**src/rtl/dq_pkg.sv**
```systemverilog
package dq_pkg;

	localparam int CMD_W      = 4;
	localparam int VALUE_W    = 32;
	localparam int AMOUNT_W   = 11;
	localparam int STATUS_W   = 2;
	localparam int COUNT_W    = 11;
	localparam int S_TDATA_W  = 48;
	localparam int M_TDATA_W  = 80;
	localparam int M_PAD_W    = M_TDATA_W - (2 * VALUE_W + 1 + COUNT_W);
	localparam int S_PAD_W    = S_TDATA_W - (VALUE_W + AMOUNT_W);

	typedef enum logic [CMD_W-1:0] {
		CMD_QUERY       = 4'd0,
		CMD_PUT_FRONT   = 4'd1,
		CMD_PUT_BACK    = 4'd2,
		CMD_POP_FRONT   = 4'd3,
		CMD_POP_BACK    = 4'd4,
		CMD_PRUNE_FRONT = 4'd5,
		CMD_PRUNE_BACK  = 4'd6,
		CMD_KEEP_FRONT  = 4'd7,
		CMD_KEEP_BACK   = 4'd8,
		CMD_CLEAR       = 4'd9
	} cmd_t;

	typedef enum logic [STATUS_W-1:0] {
		ST_OK     = 2'd0,
		ST_EMPTY  = 2'd1,
		ST_FULL   = 2'd2,
		ST_AMOUNT = 2'd3
	} status_t;

	typedef struct packed {
		logic wr_en;
		logic rd_en;
	} mem_ctl_t;

endpackage

```
**src/rtl/dq_ctrl.sv**
```systemverilog
module dq_ctrl #(
	parameter int DEPTH = 1024
) (
	input  logic                              clk,
	input  logic                              arst_n,
	input  logic                              accept,
	input  logic [dq_pkg::CMD_W-1:0]          cmd,
	input  logic [dq_pkg::AMOUNT_W-1:0]       amount,
	output dq_pkg::mem_ctl_t                  mem_ctl,
	output logic [$clog2(DEPTH)-1:0]          waddr,
	output logic [$clog2(DEPTH)-1:0]          front_addr,
	output logic [$clog2(DEPTH)-1:0]          back_addr,
	output dq_pkg::status_t                   status,
	output logic [$clog2(DEPTH+1)-1:0]        count
);
	import dq_pkg::*;

	localparam int IW = $clog2(DEPTH);
	localparam int CW = $clog2(DEPTH + 1);
	localparam int AW = (CW > AMOUNT_W) ? CW : AMOUNT_W;

	function automatic logic [IW-1:0] idx_add(logic [IW-1:0] base, logic [CW-1:0] n);
		logic [CW-1:0] nm;
		logic [IW:0]   s;
		nm = (n == CW'(DEPTH)) ? '0 : n;
		s  = (IW+1)'(base) + (IW+1)'(nm);
		if (s >= (IW+1)'(DEPTH)) begin
			s = s - (IW+1)'(DEPTH);
		end
		return s[IW-1:0];
	endfunction

	function automatic logic [IW-1:0] idx_sub(logic [IW-1:0] base, logic [CW-1:0] n);
		logic [CW-1:0] nm;
		logic [IW:0]   s;
		nm = (n == CW'(DEPTH)) ? '0 : n;
		s  = (IW+1)'(base) + (IW+1)'(DEPTH) - (IW+1)'(nm);
		if (s >= (IW+1)'(DEPTH)) begin
			s = s - (IW+1)'(DEPTH);
		end
		return s[IW-1:0];
	endfunction

	logic [IW-1:0] head_q;
	logic [IW-1:0] tail_q;
	logic [CW-1:0] count_q;
	status_t       status_q;

	logic [IW-1:0] head_nx;
	logic [IW-1:0] tail_nx;
	logic [CW-1:0] count_nx;
	status_t       status_nx;
	logic [CW-1:0] drop_n;
	logic          do_front;
	logic          do_back;
	logic          put_en;
	logic          full;
	logic          empty;
	logic          amt_over;
	logic [IW-1:0] head_dec;
	cmd_t          cmd_c;

	assign cmd_c    = cmd_t'(cmd);
	assign full     = (count_q >= CW'(DEPTH));
	assign empty    = (count_q == '0);
	assign amt_over = (AW'(amount) > AW'(count_q));
	assign head_dec = idx_sub(head_q, CW'(1));

	always_comb begin
		status_nx = ST_OK;
		drop_n    = '0;
		do_front  = 1'b0;
		do_back   = 1'b0;
		put_en    = 1'b0;
		waddr     = tail_q;
		head_nx   = head_q;
		tail_nx   = tail_q;
		count_nx  = count_q;
		unique case (cmd_c)
			CMD_PUT_FRONT: begin
				if (full) begin
					status_nx = ST_FULL;
				end else begin
					put_en   = 1'b1;
					waddr    = head_dec;
					head_nx  = head_dec;
					count_nx = count_q + CW'(1);
				end
			end
			CMD_PUT_BACK: begin
				if (full) begin
					status_nx = ST_FULL;
				end else begin
					put_en   = 1'b1;
					tail_nx  = idx_add(tail_q, CW'(1));
					count_nx = count_q + CW'(1);
				end
			end
			CMD_POP_FRONT, CMD_POP_BACK: begin
				if (empty) begin
					status_nx = ST_EMPTY;
				end else begin
					drop_n   = CW'(1);
					do_front = (cmd_c == CMD_POP_FRONT);
					do_back  = (cmd_c == CMD_POP_BACK);
				end
			end
			CMD_PRUNE_FRONT, CMD_PRUNE_BACK: begin
				if (amt_over) begin
					status_nx = ST_AMOUNT;
				end else begin
					drop_n   = CW'(amount);
					do_front = (cmd_c == CMD_PRUNE_FRONT);
					do_back  = (cmd_c == CMD_PRUNE_BACK);
				end
			end
			CMD_KEEP_FRONT, CMD_KEEP_BACK: begin
				if (amt_over) begin
					status_nx = ST_AMOUNT;
				end else begin
					drop_n   = count_q - CW'(amount);
					do_back  = (cmd_c == CMD_KEEP_FRONT);
					do_front = (cmd_c == CMD_KEEP_BACK);
				end
			end
			CMD_CLEAR: begin
				head_nx  = '0;
				tail_nx  = '0;
				count_nx = '0;
			end
			default: begin
			end
		endcase
		// Removal from either end moves one index and shrinks the count.
		if (do_front) begin
			head_nx  = idx_add(head_q, drop_n);
			count_nx = count_q - drop_n;
		end
		if (do_back) begin
			tail_nx  = idx_sub(tail_q, drop_n);
			count_nx = count_q - drop_n;
		end
	end

	assign mem_ctl.wr_en = accept && put_en;
	assign mem_ctl.rd_en = accept;
	assign front_addr    = head_nx;
	assign back_addr     = idx_sub(tail_nx, CW'(1));

	always_ff @(posedge clk or negedge arst_n) begin
		if (!arst_n) begin
			head_q   <= '0;
			tail_q   <= '0;
			count_q  <= '0;
			status_q <= ST_OK;
		end else if (accept) begin
			head_q   <= head_nx;
			tail_q   <= tail_nx;
			count_q  <= count_nx;
			status_q <= status_nx;
		end
	end

	assign status = status_q;
	assign count  = count_q;

endmodule

```
**config.mk**
```make
export PLATFORM = sky130hd
export DESIGN_NAME = dq_ctrl
export DESIGN_NICKNAME = d
export VERILOG_FILES = /design/src/rtl/dq_pkg.sv /design/src/rtl/dq_ctrl.sv
export SDC_FILE = /design/constraint.sdc
export NUM_CORES = 1
export LEC_CHECK = 0
export BUFFER_PORTS_ARGS = -buffer_cell sky130_fd_sc_hd__buf_2
export CORE_MARGIN = 2
export CORE_UTILIZATION = 35
export CTS_BUF_LIST = sky130_fd_sc_hd__clkbuf_16
export CTS_CLUSTER_DIAMETER = 100
export DETAILED_ROUTE_END_ITERATION = 8
export GPL_ROUTABILITY_DRIVEN = 0
export PLACE_DENSITY_LB_ADDON = 0.15
export REMOVE_ABC_BUFFERS = 1
export SLEW_MARGIN = 20
export SYNTH_ARGS = -nofsm -noshare
export SYNTH_HDL_FRONTEND = slang
export SYNTH_SLANG_ARGS = --single-unit
```
**constraint.sdc**
```tcl
create_clock -name clk -period 16.2 [get_ports clk]
set_input_delay 3.24 -clock clk [delete_from_list [all_inputs] [get_ports clk]]
set_output_delay 3.24 -clock clk [all_outputs]
set_load 0.01 [all_outputs]
```
==> flow_metrics.env <==
export IMPL_cp_end_kind="output port"
export IMPL_cts_htree_levels=2
export IMPL_dr_first_iter_drc_count=265
export IMPL_crit_type="in2out"
export IMPL_antenna_left=0
export IMPL_worstSetupStartpoint="amount[7]"
export IMPL_crit_chain="buf_2, inv_1, ha_1, and3_1, nand2_1, a211oi_1, o32a_1, o21a_1, nand2_1, inv_1, ha_1, a21o_1, a21oi_1, o21ai_0, o41ai_1, o21ai_0, xnor2_1, o211ai_1, o311ai_0, buf_2"
export IMPL_required_ps=12960
export IMPL_core_area_um2=13300
export IMPL_hp_class="reg2reg"
export IMPL_numCtsBuffers=5
export IMPL_dr_pass1_iters=5
export IMPL_layout_common_cells="nand2_1 (67), buf_2 (62), inv_1 (50), o21ai_0 (50), ha_1 (44)"
export IMPL_power_density_nw_per_um2=168
export IMPL_cts_resized=0
export IMPL_initial_core_util=0.360
export IMPL_p_leak_nw=2.53
export IMPL_cts_sinks=33
export IMPL_ff2ff_setup_slack_ps=10820
export IMPL_yosys_warnings=0
export IMPL_wl_per_cell_um=16.5
export IMPL_grt_pass1_wl_um=23000
export IMPL_synth_cell_types=73
export IMPL_critPathSlowestCell="o21a_1"
export IMPL_dp_cells=842
export IMPL_startpoint_type="input port"
export IMPL_skew_ps=6.10
export IMPL_grt_total_usage=0.196
export IMPL_synthCells=627
export IMPL_r2r_start="count[7]"
export IMPL_maxSlewHeadroom=0.353
export IMPL_cts_tree="yes"
export IMPL_ys_ff_latch=33
export IMPL_grt_max_degree=35
export IMPL_overflow=0
export IMPL_cap_violations=0
export IMPL_postCtsHoldBufs=0
export IMPL_r2r_end="head_q[9]"
export IMPL_finalCritPeriodShare=0.704
export IMPL_clk_pin_slew_ps=60
export IMPL_io_buffers=62
export IMPL_drv_slew=0
export IMPL_wl_um=14000
export IMPL_setup_tns_ps=0
export IMPL_dp_final_hpwl_um=10800
export IMPL_synth_area_leaders="dfrtp_1 (17%), ha_1 (12%), nand2_1 (5.3%), o21ai_0 (5.2%), xnor2_1 (4.6%)"
export IMPL_fin_cells=849
export IMPL_antenna_found_initial=0
export IMPL_synth_avg_cell_area_um2=7.63
export IMPL_yosys_area_top_type="dfrtp_1"
export IMPL_outcome="finished clean"
export IMPL_synth_edf_count=0
export IMPL_clk_insertion_delay_late_ps=290
export IMPL_io_pins=63
export IMPL_slowest_delay_ps=630
export IMPL_syn_cell_area_um2=4780
export IMPL_worst_pin_slew_ps=967
export IMPL_num_vias=4684
export IMPL_routed_via_density=5.52
export IMPL_rows=42
export IMPL_die_h_um=121
export IMPL_ir_drop_v=0.0000519
export IMPL_drive_above_1_share=0.146
export IMPL_crit_end="front_addr[9]"
export IMPL_area_growth_pct=11.7
export IMPL_root_buffer="clkbuf_16"
export IMPL_die_w_um=121
export IMPL_yosysSeqAreaShare=0.173
export IMPL_grt_pass1_vias=4473
export IMPL_cp_arrival_ps=8160
export IMPL_num_antenna_cells=0
export IMPL_max_freq_mhz=87.7
export IMPL_synth_async_reset_ratio=1.00
export IMPL_cts_setup_buffers=0
export IMPL_rr_worst_depth=17
export IMPL_yosys_most_used_dff="dfrtp_1"
export IMPL_n_fill_cell=1393
export IMPL_hold_viol_final=0
export IMPL_period_minus_slack_ps=11400
export IMPL_drc_errors=0
export IMPL_clockBufferDepth=2
export IMPL_final_common_cell="nand2_1"
export IMPL_cp_max_fo=19
export IMPL_nNetsFinal=739
export IMPL_die_area_um2=14600
export IMPL_rsz0062_at_grt="no"
export IMPL_netlist_area_leader_share=0.173
export IMPL_setup_viol=0
cell families (layout without fill, tap and decap cells):
family / Yosys count / in the layout / synth area share
AO/OA/AOI/OAI: 183 / 183 / 0.253
buffers and inverters: 75 / 121 / 0.0649
flip-flops: 33 / 33 / 0.173
XOR/XNOR: 46 / 46 / 0.0842
multiplexers: 28 / 28 / 0.0622
adder cells (fa/ha/maj): 48 / 48 / 0.132
AND/OR/NAND/NOR: 214 / 214 / 0.231
cell usage after synthesis (all sizes together) (14+ instances only):
cell,number
nor2,42
xor2,21
inv,49
nand3,14
a21oi,36
nor3,15
buf,14
dfrtp,33
nand2b,16
o21ai,62
ha,44
nand2,67
xnor2,25
mux2i,17
sequential cells by signal (all words and copies together) (netlist names):
name and count:
head_q 10, status 2, count 11, tail_q 10
power breakdown:
part           leakage [nW]  switching [W]  internal (W)
Combinational          2.05       0.000345      0.000273
Sequential            0.410      0.0000713      0.000117
Clock                0.0685      0.0000378     0.0000551
critical path, delay by kind of cell:
kind	cells	cell delay (ps)
AO/OA/AOI/OAI	10	2980
AND/OR/NAND/NOR	3	460
adder cells (fa/ha/maj)	2	690
XOR/XNOR	1	240
buffers and inverters	4	530
per-stage QoR:
stage	total power, W	hold slack (ps)	setup WS [ps]	util	instance area, um2
4_1_cts	0.000906	476	4730	0.402	5340
5_1_grt	0.000993	492	4360	0.402	5340
6_report	0.000898	474	4800	0.402	5340
3_5_place_dp	0.000806	463	4740	0.392	5210
3_3_place_gp	0.000796	455	4940	0.392	5210
2_1_floorplan	0.000627	516	5830	-	4660
final cells by class:
class,instances,area (um2),area share
clock buffers,5,125,0.0234
clock inverters,2,7.51,0.00140
inverters,49,184,0.0344
multi-input cells,519,3650,0.683
flip-flops and latches,33,826,0.155
well taps,176,220,0.0412
repair buffers,65,333,0.0623
per-layer routing:
layer	up-vias	wire [um]	track usage
met4	0	228	0.0509
met1	2191	6760	0.272
li1	2366	-	-
met5	-	0	0
met2	109	6480	0.321
met3	18	556	0.0244
worst min path at each step:
stage,start,to,cells after the start
global placement,status[1],status[1],1
detailed placement,status[1],status[1],1
floorplan,status[0],status[0],1
CTS,status[1],status[1],1
global route,status[0],status[0],1
finish,status[1],status[1],1
No activity file was read; power rests on OpenSTA's default activity.
